$ cat src/design/b64sd_pkg.sv
// ----------------------------------------------------------------------------
// Base64 stream decoder package
// Item types, queue sizes, character map and count helpers.
// ----------------------------------------------------------------------------
package b64sd_pkg;

    localparam int CNT_W = 24;                  // byte counter width, 8..64
    localparam int LEN_W = 24;
    localparam logic [LEN_W-1:0] LEN_MAX   = '1;
    localparam logic [LEN_W-1:0] CAP_RESET = LEN_MAX;

    // both depths are powers of two
    localparam int JOBQ_DEPTH = 4;
    localparam int JOBQ_AW    = $clog2(JOBQ_DEPTH);
    localparam int JOBQ_CW    = $clog2(JOBQ_DEPTH + 1);
    localparam int OUTQ_DEPTH = 2;
    localparam int OUTQ_AW    = $clog2(OUTQ_DEPTH);
    localparam int OUTQ_CW    = $clog2(OUTQ_DEPTH + 1);

    localparam logic [7:0] MARK_INVALID = 8'h40;
    localparam logic [7:0] MARK_PAD     = 8'h80;

    localparam logic [7:0] CH_UA    = 8'h41;
    localparam logic [7:0] CH_UZ    = 8'h5a;
    localparam logic [7:0] CH_LA    = 8'h61;
    localparam logic [7:0] CH_LZ    = 8'h7a;
    localparam logic [7:0] CH_D0    = 8'h30;
    localparam logic [7:0] CH_D9    = 8'h39;
    localparam logic [7:0] CH_PLUS  = 8'h2b;
    localparam logic [7:0] CH_SLASH = 8'h2f;
    localparam logic [7:0] CH_EQ    = 8'h3d;

    localparam logic [7:0] SX_LOWER = 8'd26;
    localparam logic [7:0] SX_DIGIT = 8'h34;
    localparam logic [7:0] SX_PLUS  = 8'h3e;
    localparam logic [7:0] SX_SLASH = 8'h3f;

    typedef struct packed {
        logic [7:0] char_code;
        logic       end_only;
        logic       last_char;
    } t_in_item;

    typedef struct packed {
        logic [7:0]       out_byte;
        logic             byte_valid;
        logic             stream_done;
        logic             status_code;
        logic [LEN_W-1:0] total_len;
        logic             run_last;
    } t_out_item;

    // decoded quantum handed from front to back; bytes[0] goes out first
    typedef struct packed {
        logic [2:0][7:0] bytes;
        logic [1:0]      nbytes;
        logic            is_end;
        logic            err;
    } t_job;

    function automatic logic [7:0] map_char(logic [7:0] c);
        logic [7:0] v;
        v = MARK_INVALID;
        if (c >= CH_UA && c <= CH_UZ) begin
            v = c - CH_UA;
        end else if (c >= CH_LA && c <= CH_LZ) begin
            v = (c - CH_LA) + SX_LOWER;
        end else if (c >= CH_D0 && c <= CH_D9) begin
            v = (c - CH_D0) + SX_DIGIT;
        end else if (c == CH_PLUS) begin
            v = SX_PLUS;
        end else if (c == CH_SLASH) begin
            v = SX_SLASH;
        end else if (c == CH_EQ) begin
            v = MARK_PAD;
        end
        return v;
    endfunction

    function automatic logic [CNT_W-1:0] cnt_add(logic [CNT_W-1:0] c, logic [1:0] k);
        logic [CNT_W+1:0] s;
        s = (CNT_W+2)'(c) + (CNT_W+2)'(k);
        if (s[CNT_W+1:CNT_W] != 2'b00) begin
            return '1;
        end
        return s[CNT_W-1:0];
    endfunction

    function automatic logic cnt_below(logic [CNT_W-1:0] c, logic [LEN_W-1:0] cap);
        return (CNT_W+LEN_W)'(c) < (CNT_W+LEN_W)'(cap);
    endfunction

    function automatic logic [LEN_W-1:0] sat_len(logic [CNT_W-1:0] c);
        logic [CNT_W+LEN_W-1:0] t;
        t = (CNT_W+LEN_W)'(c);
        if (t > (CNT_W+LEN_W)'(LEN_MAX)) begin
            return LEN_MAX;
        end
        return t[LEN_W-1:0];
    endfunction

endpackage

$ cat src/design/b64sd_front.sv
// ----------------------------------------------------------------------------
// Base64 decoder front end
// Maps characters, gathers quanta, checks padding and tracks the error flag.
// ----------------------------------------------------------------------------
module b64sd_front (
    input  logic                i_clk,
    input  logic                i_rst_n,
    input  logic                i_push,
    input  b64sd_pkg::t_in_item i_item,
    input  logic                i_q_full,
    output logic                o_full,
    output logic                o_job_push,
    output b64sd_pkg::t_job     o_job
);

    typedef struct packed {
        logic [1:0] nbytes;
        logic       err;
    } t_fin;

    function automatic t_fin finish(logic [7:0] a, logic [7:0] b,
                                    logic [7:0] c, logic [7:0] d);
        t_fin f;
        logic [7:0] v;
        v = a | b | c | d;
        f = '0;
        if ((v & b64sd_pkg::MARK_INVALID) != 8'h00) begin
            f.err = 1'b1;
        end else if ((v & b64sd_pkg::MARK_PAD) == 8'h00) begin
            f.nbytes = 2'd3;
        end else if (((a | b | c) & b64sd_pkg::MARK_PAD) == 8'h00) begin
            f.nbytes = 2'd2;
        end else if ((((a | b) & b64sd_pkg::MARK_PAD) == 8'h00) && c == d) begin
            f.nbytes = 2'd1;
        end else begin
            f.err = 1'b1;
        end
        return f;
    endfunction

    logic [1:0]      r_pos;
    logic [2:0][7:0] r_held;
    logic            r_err;

    logic [1:0]      n_pos;
    logic [2:0][7:0] n_held;
    logic            n_err;

    logic            accept;
    logic            is_end;
    logic            fin;
    logic [7:0]      sx;
    logic [7:0]      fa, fb, fc, fd;
    t_fin            dec;
    logic [1:0]      nbytes;

    assign o_full = i_q_full;
    assign accept = i_push && !i_q_full;
    assign is_end = i_item.end_only || i_item.last_char;
    assign sx     = b64sd_pkg::map_char(i_item.char_code);

    always_comb begin
        n_pos  = r_pos;
        n_held = r_held;
        fin    = 1'b0;
        fa     = r_held[0];
        fb     = r_held[1];
        fc     = r_held[2];
        fd     = sx;
        if (!i_item.end_only) begin
            if (r_pos != 2'd3) begin
                n_held[r_pos] = sx;
                n_pos         = r_pos + 2'd1;
            end else begin
                fin   = 1'b1;
                n_pos = 2'd0;
            end
        end
        // short final quantum: missing places count as pad
        if (is_end && n_pos != 2'd0) begin
            fin = 1'b1;
            fa  = n_held[0];
            fb  = (n_pos > 2'd1) ? n_held[1] : b64sd_pkg::MARK_PAD;
            fc  = (n_pos > 2'd2) ? n_held[2] : b64sd_pkg::MARK_PAD;
            fd  = b64sd_pkg::MARK_PAD;
        end
        dec    = finish(fa, fb, fc, fd);
        n_err  = r_err || (fin && dec.err);
        nbytes = (fin && !r_err) ? dec.nbytes : 2'd0;
    end

    always_comb begin
        o_job.bytes[0] = {fa[5:0], fb[5:4]};
        o_job.bytes[1] = {fb[3:0], fc[5:2]};
        o_job.bytes[2] = {fc[1:0], fd[5:0]};
        o_job.nbytes   = nbytes;
        o_job.is_end   = is_end;
        o_job.err      = n_err;
    end

    assign o_job_push = accept && (nbytes != 2'd0 || is_end);

    always_ff @(posedge i_clk) begin
        if (!i_rst_n) begin
            r_pos  <= 2'd0;
            r_held <= '0;
            r_err  <= 1'b0;
        end else if (accept) begin
            if (is_end) begin
                r_pos  <= 2'd0;
                r_held <= '0;
                r_err  <= 1'b0;
            end else begin
                r_pos  <= n_pos;
                r_held <= n_held;
                r_err  <= n_err;
            end
        end
    end

endmodule

$ cat src/design/b64sd_jobq.sv
// ----------------------------------------------------------------------------
// Base64 decoder job queue
// Short queue of decoded quanta between front and back end.
// ----------------------------------------------------------------------------
module b64sd_jobq (
    input  logic            i_clk,
    input  logic            i_rst_n,
    input  logic            i_push,
    input  b64sd_pkg::t_job i_job,
    input  logic            i_pop,
    output logic            o_full,
    output logic            o_valid,
    output b64sd_pkg::t_job o_job
);

    b64sd_pkg::t_job                   r_mem [b64sd_pkg::JOBQ_DEPTH];
    logic [b64sd_pkg::JOBQ_AW-1:0]     r_wp;
    logic [b64sd_pkg::JOBQ_AW-1:0]     r_rp;
    logic [b64sd_pkg::JOBQ_CW-1:0]     r_cnt;

    logic do_push;
    logic do_pop;

    assign o_full  = r_cnt == b64sd_pkg::JOBQ_CW'(b64sd_pkg::JOBQ_DEPTH);
    assign o_valid = r_cnt != '0;
    assign o_job   = r_mem[r_rp];
    assign do_push = i_push && !o_full;
    assign do_pop  = i_pop && o_valid;

    always_ff @(posedge i_clk) begin
        if (do_push) begin
            r_mem[r_wp] <= i_job;
        end
    end

    always_ff @(posedge i_clk) begin
        if (!i_rst_n) begin
            r_wp  <= '0;
            r_rp  <= '0;
            r_cnt <= '0;
        end else begin
            if (do_push) begin
                r_wp <= r_wp + 1'b1;
            end
            if (do_pop) begin
                r_rp <= r_rp + 1'b1;
            end
            if (do_push && !do_pop) begin
                r_cnt <= r_cnt + 1'b1;
            end else if (do_pop && !do_push) begin
                r_cnt <= r_cnt - 1'b1;
            end
        end
    end

endmodule

$ cat src/design/b64sd_back.sv
// ----------------------------------------------------------------------------
// Base64 decoder back end
// Counts bytes against capacity, builds result items, queues them for output.
// ----------------------------------------------------------------------------
module b64sd_back (
    input  logic                                i_clk,
    input  logic                                i_rst_n,
    input  logic                                i_job_valid,
    input  b64sd_pkg::t_job                     i_job,
    output logic                                o_job_pop,
    input  logic                                i_cfg_valid,
    output logic                                o_cfg_ready,
    input  logic [b64sd_pkg::LEN_W-1:0]         i_cfg_data,
    input  logic                                i_pop,
    output logic                                o_empty,
    output b64sd_pkg::t_out_item                o_out_item
);

    logic [b64sd_pkg::LEN_W-1:0]   r_cap;
    logic [b64sd_pkg::CNT_W-1:0]   r_cnt;
    logic                          r_room;     // r_cnt below r_cap
    logic [1:0]                    r_slot;

    b64sd_pkg::t_out_item          r_oq [b64sd_pkg::OUTQ_DEPTH];
    logic [b64sd_pkg::OUTQ_AW-1:0] r_wp;
    logic [b64sd_pkg::OUTQ_AW-1:0] r_rp;
    logic [b64sd_pkg::OUTQ_CW-1:0] r_oc;

    logic [1:0]                    rem;
    logic [b64sd_pkg::CNT_W-1:0]   c1;
    logic [b64sd_pkg::CNT_W-1:0]   cr;
    logic [b64sd_pkg::CNT_W-1:0]   cnt_fin;
    logic                          room1;
    logic                          want;
    logic                          last;
    logic                          step;
    logic                          oq_full;
    logic                          oq_pop;
    b64sd_pkg::t_out_item          res;

    assign o_cfg_ready = 1'b1;

    assign rem   = i_job.nbytes - r_slot;
    assign c1    = b64sd_pkg::cnt_add(r_cnt, 2'd1);
    assign cr    = b64sd_pkg::cnt_add(r_cnt, rem);
    assign room1 = b64sd_pkg::cnt_below(c1, r_cap);

    always_comb begin
        want    = 1'b0;
        last    = 1'b0;
        cnt_fin = r_cnt;
        res     = '0;
        if (i_job.nbytes != 2'd0) begin
            if (r_room) begin
                want           = 1'b1;
                res.out_byte   = i_job.bytes[r_slot];
                res.byte_valid = 1'b1;
                last           = (rem == 2'd1) || !room1;
                cnt_fin        = room1 ? c1 : cr;
            end else begin
                // rest of the quantum is past capacity: count only
                want    = i_job.is_end;
                last    = 1'b1;
                cnt_fin = cr;
            end
        end else begin
            want = 1'b1;
            last = 1'b1;
        end
        if (last) begin
            res.run_last    = 1'b1;
            res.stream_done = i_job.is_end;
            res.status_code = i_job.is_end && i_job.err;
            if (i_job.is_end && !i_job.err) begin
                res.total_len = b64sd_pkg::sat_len(cnt_fin);
            end
        end
    end

    assign oq_full    = r_oc == b64sd_pkg::OUTQ_CW'(b64sd_pkg::OUTQ_DEPTH);
    assign o_empty    = r_oc == '0;
    assign o_out_item = r_oq[r_rp];
    assign oq_pop     = i_pop && !o_empty;
    assign step       = i_job_valid && (!want || !oq_full);
    assign o_job_pop  = step && last;

    always_ff @(posedge i_clk) begin
        if (step && want) begin
            r_oq[r_wp] <= res;
        end
    end

    always_ff @(posedge i_clk) begin
        if (!i_rst_n) begin
            r_cap  <= b64sd_pkg::CAP_RESET;
            r_cnt  <= '0;
            r_room <= b64sd_pkg::CAP_RESET != '0;
            r_slot <= 2'd0;
        end else if (i_cfg_valid) begin
            r_cap  <= i_cfg_data;
            r_room <= b64sd_pkg::cnt_below(r_cnt, i_cfg_data);
        end else if (step) begin
            r_slot <= last ? 2'd0 : r_slot + 2'd1;
            if (last && i_job.is_end) begin
                r_cnt  <= '0;
                r_room <= r_cap != '0;
            end else begin
                r_cnt  <= cnt_fin;
                r_room <= room1;
            end
        end
    end

    always_ff @(posedge i_clk) begin
        if (!i_rst_n) begin
            r_wp <= '0;
            r_rp <= '0;
            r_oc <= '0;
        end else begin
            if (step && want) begin
                r_wp <= r_wp + 1'b1;
            end
            if (oq_pop) begin
                r_rp <= r_rp + 1'b1;
            end
            if ((step && want) && !oq_pop) begin
                r_oc <= r_oc + 1'b1;
            end else if (oq_pop && !(step && want)) begin
                r_oc <= r_oc - 1'b1;
            end
        end
    end

endmodule

$ cat src/design/base64_stream_decoder.sv
// ----------------------------------------------------------------------------
// Base64 stream decoder
// Streaming base64 text decoder with capacity limit and end-of-text status.
// ----------------------------------------------------------------------------
// One character item is taken per clock while the four-entry job queue has
// room; a character that completes no quantum makes no result. The back end
// writes one result item per cycle into a two-entry output queue while that
// queue has room. A full quantum of four characters gives up to three result
// items. With both queues empty, an accepted item's quantum is registered
// in the job queue, then its first result in the output queue, whose head
// drives the ports.
// No clearing pass after reset; out_capacity is written through the cfg
// channel, which is always ready.
module base64_stream_decoder (
    input  logic                        i_clk,
    input  logic                        i_rst_n,
    input  logic                        push,
    output logic                        full,
    input  b64sd_pkg::t_in_item         i_in_item,
    output logic                        empty,
    input  logic                        pop,
    output b64sd_pkg::t_out_item        o_out_item,
    input  logic                        i_cfg_valid,
    output logic                        o_cfg_ready,
    input  logic [b64sd_pkg::LEN_W-1:0] i_cfg_data
);

    logic            q_full;
    logic            job_push;
    b64sd_pkg::t_job job_in;
    logic            job_valid;
    b64sd_pkg::t_job job_head;
    logic            job_pop;

    b64sd_front u_front (
        .i_clk      (i_clk),
        .i_rst_n    (i_rst_n),
        .i_push     (push),
        .i_item     (i_in_item),
        .i_q_full   (q_full),
        .o_full     (full),
        .o_job_push (job_push),
        .o_job      (job_in)
    );

    b64sd_jobq u_jobq (
        .i_clk   (i_clk),
        .i_rst_n (i_rst_n),
        .i_push  (job_push),
        .i_job   (job_in),
        .i_pop   (job_pop),
        .o_full  (q_full),
        .o_valid (job_valid),
        .o_job   (job_head)
    );

    b64sd_back u_back (
        .i_clk       (i_clk),
        .i_rst_n     (i_rst_n),
        .i_job_valid (job_valid),
        .i_job       (job_head),
        .o_job_pop   (job_pop),
        .i_cfg_valid (i_cfg_valid),
        .o_cfg_ready (o_cfg_ready),
        .i_cfg_data  (i_cfg_data),
        .i_pop       (pop),
        .o_empty     (empty),
        .o_out_item  (o_out_item)
    );

endmodule

$ cat config.mk
export PLATFORM = sky130hd
export DESIGN_NAME = base64_stream_decoder
export DESIGN_NICKNAME = d
export VERILOG_FILES = /design/src/design/b64sd_pkg.sv /design/src/design/b64sd_front.sv /design/src/design/b64sd_jobq.sv /design/src/design/b64sd_back.sv /design/src/design/base64_stream_decoder.sv
export SDC_FILE = /design/constraint.sdc
export NUM_CORES = 1
export LEC_CHECK = 0
export BUFFER_PORTS_ARGS = -buffer_cell sky130_fd_sc_hd__buf_2
export CAP_MARGIN = 20
export CORE_MARGIN = 1
export CORE_UTILIZATION = 50
export DETAILED_ROUTE_END_ITERATION = 8
export GPL_ROUTABILITY_DRIVEN = 0
export GPL_TIMING_DRIVEN = 1
export PLACE_DENSITY = 0.66
export SYNTH_ARGS = -nofsm -noshare
export SYNTH_HDL_FRONTEND = slang
export SYNTH_SLANG_ARGS = --single-unit
$ cat constraint.sdc
create_clock -name i_clk -period 9.1 [get_ports i_clk]
set_input_delay 0.455 -clock i_clk [delete_from_list [all_inputs] [get_ports i_clk]]
set_output_delay 0.455 -clock i_clk [all_outputs]
set_load 0.005 [all_outputs]
# Word level (Yosys, flattened, before mapping)
# Memories as Yosys holds them, arrays and structs flattened. A register that Yosys moved wholly into a read port is not among the register bits.
# Cells that the tools add are included.
# W data, S select, Z words.
[op_classes] n_addsub=18 multipliers=0 div_mod_pow=0 n_lt_le_gt_ge=13 eq_ne=8 shifts=0 n_mux=70 n_bitwise=4 reduce_logical=54
[op_table] cell="$mux W24" n=12
[op_table] cell="$mux W8" n=14
[op_table] cell="$lt A24 B24 Y1" n=2
[op_table] cell="$mux W27" n=1
[op_table] cell="$add A24 B1 Y25 const B" n=1
[op_table] cell="$add A24 B2 Y25" n=1
[op_table] cell="$bwmux W24" n=1
[op_table] cell="$eq A8 B6 Y1 const B" n=3
[op_table] cell="$logic_not A8 Y1" n=3
[op_table] cell="$mux W1" n=24
[op_table] cell="$mux W2" n=12
[op_table] cell="$or A8 B8 Y8" n=3
[op_table] cell="$reduce_bool A24 Y1" n=1
[op_table] cell="$logic_and A1 B1 Y1" n=23
[op_table] cell="$mux W9" n=2
[op_table] cell="$bmux W8 S2" n=1
[op_table] cell="$demux W8 S2" n=1
[op_table] cell="$ge A8 B7 Y1 const B" n=2
[op_table] cell="$le A8 B7 Y1 const B" n=2
[op_table] cell="$reduce_bool A2 Y1" n=8
[op_table] cell="$sub A8 B7 Y8 const B" n=2
[op_table] cell="$logic_not A1 Y1" n=11
[op_table] cell="$add A2 B1 Y2 const B" n=5
[op_table] cell="$add A8 B5 Y8 const B" n=1
[op_table] cell="24 further kinds" n=31
[word_totals] reg_bits=89 latchBits=0 mem_bits_rw=184 romBits=0 inputBits=39 output_inout_bits=39 wordCells=184 memories=2
[memory_table] name="u_jobq.r_mem" depth=4 word_bits=28 rd=1 rd_clocked_by_memory_dff=1 wr=1 line="b64sd_jobq.sv:16" source="b64sd_pkg::t_job r_mem [b64sd_pkg::JOBQ_DEPTH];"
[memory_table] name="u_back.r_oq" depth=2 word_bits=36 rd=1 rd_clocked_by_memory_dff=1 wr=1 line="b64sd_back.sv:24" source="b64sd_pkg::t_out_item r_oq [b64sd_pkg::OUTQ_DEPTH];"

# Longest topological paths before layout
[depth] ltp_word=28 ltp_mapped=22 ltp_nobuf=21

# Modules after synthesis
# Synthesis repeated with hierarchy kept, for this count alone.
[hier_totals] cells_unflattened=1379 area_unflattened_um2=15044.4
[by_module_without_submodules] mod="b64sd_back" instances=1 cells_per_inst=852 area_per_inst_um2=7926.4 seq_area_each_um2=3283.1
[by_module_without_submodules] mod="b64sd_jobq" instances=1 cells_per_inst=194 area_per_inst_um2=4576.9 seq_area_each_um2=3543.4
[by_module_without_submodules] mod="b64sd_front" instances=1 cells_per_inst=333 area_per_inst_um2=2541.2 seq_area_each_um2=540.5

# Worst setup path before layout
# OpenSTA, ideal clock, no wires.
[synth_timing] kind="reg2reg" from="register u_back.r_cnt[2] in the netlist's numbering" to="register u_jobq.r_cnt[2] in the netlist's numbering" setup_time_ns=0.076 arrival_ns=4.647 required_time_ns=9.024 slack_ns=4.377 stages_incl_launch_ff=22 n_path_buf=2 period_less_slack_ns=4.723 cell_sequence="dfxtp_1 > clkbuf_1 > nand3_1 > nor4_1 > nand3_1 > xor2_1 > nand2_1 > ha_1 > and3_1 > and3_1 > a221o_1 > a211oi_1 > a221o_1 > buf_6 > nand3_2 > nand2_1 > ha_1 > inv_1 > fa_1 > xor2_1 > or3_1 > a21boi_0"
[synth_between] elab_chain_len=14 elab_cells_between_ends=16 cone_classes="1 x add/sub; 1 x order compare; 5 x mux; 9 x reduce/logical"
[synth_rtl] element="from (decl)" line="b64sd_back.sv:20" source="logic [b64sd_pkg::CNT_W-1:0] r_cnt;"
[synth_rtl] element="from (signal assigned)" line="b64sd_back.sv:108" source="r_cnt <= cnt_fin;"
[synth_rtl] element="$add A24 B1 Y25 (*)" line="b64sd_pkg.sv:82" source="s = (CNT_W+2)'(c) + (CNT_W+2)'(k);"
[synth_rtl] element="$reduce_bool A2 Y1" line="b64sd_pkg.sv:83" source="if (s[CNT_W+1:CNT_W] != 2'b00) begin"
[synth_rtl] element="$mux W1" line="b64sd_pkg.sv:83"
[synth_rtl] element="$mux W24 (*)" line="b64sd_pkg.sv:86" source="return s[CNT_W-1:0];"
[synth_rtl] element="$lt A24 B24 Y1 (*)" line="b64sd_pkg.sv:90" source="return (CNT_W+LEN_W)'(c) < (CNT_W+LEN_W)'(cap);"
[synth_rtl] element="$logic_not A1 Y1 (*)" line="b64sd_back.sv:58" source="last = (rem == 2'd1) || !room1;"
[synth_rtl] element="$logic_or A1 B1 Y1 (*)" line="b64sd_back.sv:58"
[synth_rtl] element="$mux W1 (*)" line="b64sd_back.sv:54" source="if (r_room) begin"
[synth_rtl] element="$mux W1 (*)" line="b64sd_back.sv:53" source="if (i_job.nbytes != 2'd0) begin"
[synth_rtl] element="via u_back.last" line="b64sd_back.sv:35" source="logic last;"
[synth_rtl] element="$logic_and A1 B1 Y1 (*)" line="b64sd_back.sv:85" source="assign o_job_pop = step && last;"
[synth_rtl] element="$logic_and A1 B1 Y1 (*)" line="b64sd_jobq.sv:28" source="assign do_pop = i_pop && o_valid;"
[synth_rtl] element="$logic_not A1 Y1" line="b64sd_jobq.sv:48" source="if (do_push && !do_pop) begin"
[synth_rtl] element="$logic_and A1 B1 Y1" line="b64sd_jobq.sv:48"
[synth_rtl] element="$mux W3 / $reduce_bool A2 Y1 (equally long branches)"
[synth_rtl] element="to (signal assigned)" line="b64sd_jobq.sv:49" source="r_cnt <= r_cnt + 1'b1;"
[synth_rtl] element="to (signal assigned)" line="b64sd_jobq.sv:51" source="r_cnt <= r_cnt - 1'b1;"
[synth_rtl] element="to (decl)" line="b64sd_jobq.sv:19" source="logic [b64sd_pkg::JOBQ_CW-1:0] r_cnt;"
# Mark *: on every way through the listed nets, which the timed path passes. The rest lies on a longest branch.
# A chain may end at the register's enable or synchronous reset.

==> impl_metrics.toml <==
[routing]
wl_mm = 36.3
m1WireLength_mm = 14.9
drcViolationCount = 0
met2RoutedLength_mm = 17.9
postRouteAntennaNets = 0
dr.pass1.iters = 5
first_iter_violations = 896
via_count = 10700
vias_per_cell = 5.92
wl_per_cell_um = 20.1
wl_met3_mm = 1.89
top_layer = "met4"

[timing]
skew_ns = 0.00990
fin_setup_tns_ns = 0
slew_headroom_pct = 30.4
tightest_slew_ns = 1.03
max_freq_mhz = 177
worst_hold_slack_ns = 0.117
min_period_ns = 5.63
rsz0062_at_grt = "no"
maxSlewViolCount = 0
hold_viol_final = 0
setup_viol = 0
min_period_over_period_pct = 61.9

[setup_path]
worstPathRequired_ns = 9.37
start_kind = "register"
cp-end-kind = "register"
path_class = "register to register"
rrSetupSlack_ns = 3.47
critPathArrivalTime_ns = 5.90
path_max_fanout = 23

[die]
start_util_pct = 51.1
design.core.area_mm2 = 0.0289
num_rows = 62
chipWidth_um = 174
dieArea_mm2 = 0.0302
io_pins = 78
die_h_um = 174

[power]
p_per_area_mw_per_mm2 = 255
p_leak_nw = 6.42
ir_drop_uv = 163

[clock_network]
numCtsBuffers = 30
tritoncts = "yes"
htreeDepth = 1
clock-sinks = 276
cts_resized = 0
cts-root-buf = "clkbuf_16"
cts_setup_buffers = 0
insertion_delay_ns = 0.57
clk_pin_slew_ns = 0.06
clk_path_buf_depth = 3
cts-hold-fix-buffers = 0

[synthesis]
synth_cells = 1365
ys_ff_latch = 276
synth_cell_type_count = 86
async_reset_ff_share_pct = 0
synth_area_mm2 = 0.0148
syn_avg_cell_area_um2 = 10.8
ys_warn_count = 0
yosys.area.top_type_share_pct = 37.4
ys_top_cells_by_area = "edfxtp_1 (37%), dfxtp_1 (12%), ha_1 (5.8%)"
yosysTopAreaCell = "edfxtp_1"
synth_nets = 1474
synthFlopType = "edfxtp_1"
yosysSeqAreaShare_pct = 49.9
synth-edff-count = 184

[outcome]
status = "completed"

[grt]
antenna_found_initial = 1
grt_remaining_overflow = 0
grt_pass1_wl_mm = 57.8
grt_max_degree = 73
grt_usage_pct = 24.2
grt_pass1_vias = 10700

[finish]
drive_above_1_share_pct = 17.1
fin_nets = 1511
area_delta_synth_final_pct = 11.9

[flow_run]
drv_cap = 0

[worst_hold_path]
min_path_type = "primary input to register"

[placed_design]
io_buffers = 76
detailed_place_hpwl_mm = 25.5
## flip-flops by register name, summed over array words and instances, names as in the netlist, 3 cells and up, named ones only
| register | flops |
|---|---|
| u_back.r_cap | 24 |
| u_back.r_oq | 72 |
| u_jobq.r_cnt | 3 |
| u_front.r_held | 24 |
| u_back.r_cnt | 24 |
| u_jobq.r_mem | 112 |
## final cells by class
type	instances	area [µm²]
timing repair buffer	82	425
tap	384	480
sequential	276	7370
antenna	1	2.50
clock inverter	23	405
inverter	68	255
multi-input combinational	944	6800
fill	2465	12300
clock buffer	33	782
## path summary, 6_finish.rpt
| path | startpoint | endpoint | cells past startpoint |
|---|---|---|---|
| worst min register to register | u_jobq.r_wp[1]$_SDFFE_PN0P_ | u_jobq.r_wp[1]$_SDFFE_PN0P_ | 2 |
| worst max register to register | u_back.r_cnt[5]$_SDFFE_PN0P_ | u_back.r_oq[0][8]$_DFFE_PP_ | 16 |
| worst min-delay path | i_cfg_data[23] | u_back.r_cap[23]$_SDFFE_PN1P_ | 3 |
| worst max-delay path | u_back.r_cnt[5]$_SDFFE_PN0P_ | u_back.r_oq[0][8]$_DFFE_PP_ | 16 |
## synth_stat cells (all sizes together) (20+ instances only)
cell type,number
nand4,24
dfxtp,92
nor2,69
nand2,157
o21ai,66
buf,24
mux2,45
ha,68
nand3,46
xor2,20
nor2b,45
inv,68
o211ai,34
and3,21
mux4,28
edfxtp,184
a21oi,55
a22oi,22
nor3,20
clkbuf,53
## routing by layer
| layer | up-vias | global-route usage (%) |
|---|---|---|
| li1 | 5116 | - |
| met2 | 379 | 41.6 |
| met3 | 100 | 3.53 |
| met1 | 5133 | 30.0 |
| met4 | 0 | 11.5 |
| met5 | - | 0 |
## critical path, stage by stage, from the launching register on
cell and delay [ns]:
dfxtp_1 0.57, nand4_1 0.27, nor4_1 0.68, nand3_1 0.37
nor2_1 0.22, xnor2_1 0.13, nand2_1 0.10, ha_1 0.33
a21o_1 0.17, a21o_1 0.17, a211oi_1 0.20, o21ai_0 0.15
a21oi_1 0.42, nand2_1 0.68, mux2_2 0.50, o22ai_1 0.29
nor2_1 0.10
## report_power, final
group	internal, mW	total [mW]	switching [mW]
Sequential	1.60	1.71	0.112
Clock	0.908	1.42	0.515
Combinational	0.455	1.09	0.630
## stage by stage
step                      util, %  instances  total power, mW  instance area (µm²)  worst slack [ns]
after floorplan                 -       1365             2.44                14800              4.38
after global placement       53.1       1754             2.80                15300              3.79
after detailed placement     53.1       1754             2.82                15300              3.60
after CTS                    57.2       1810             4.25                16500              3.57
after global routing         57.2       1810             4.42                16500              3.13
final                        57.3       1811             4.22                16500              3.47
## cell usage in the layout (no fill, tap or decap), types with 7 or more instances in the layout
| master | instances |
|---|---|
| a211oi_1 | 9 |
| a21boi_0 | 7 |
| a21o_1 | 11 |
| a21oi_1 | 55 |
| a22o_1 | 13 |
| a22oi_1 | 22 |
| a31oi_1 | 8 |
| and2_1 | 11 |
| and3_1 | 20 |
| buf_2 | 76 |
| bufinv_16 | 10 |
| clkbuf_16 | 30 |
| dfxtp_1 | 90 |
| edfxtp_1 | 184 |
| ha_1 | 68 |
| inv_1 | 68 |
| mux2_2 | 45 |
| mux2i_1 | 16 |
| mux4_2 | 28 |
| nand2_1 | 156 |
| nand2b_1 | 13 |
| nand3_1 | 45 |
| nand4_1 | 24 |
| nor2_1 | 65 |
| nor2b_1 | 44 |
| nor3_1 | 20 |
| nor4_1 | 10 |
| o211ai_1 | 33 |
| o21a_1 | 9 |
| o21ai_0 | 57 |
| o21ai_1 | 8 |
| or3_1 | 15 |
| xnor2_1 | 16 |
| xor2_1 | 20 |
## logic make-up (layout without fill, tap and decap cells)
group	after synthesis	in the layout	share of synthesized area [%]
adders and majority gates	70	70	6.04
muxes	89	89	8.79
buffers and inverters	145	206	4.11
and+or+nand+nor	465	465	16.0
AOI/OAI and AO/OA	283	283	13.0
DFF	276	276	49.9
other	1	2	0.0254
xor gates and xnor gates	36	36	2.14
Note: power is estimated with default switching activity, not from simulation.
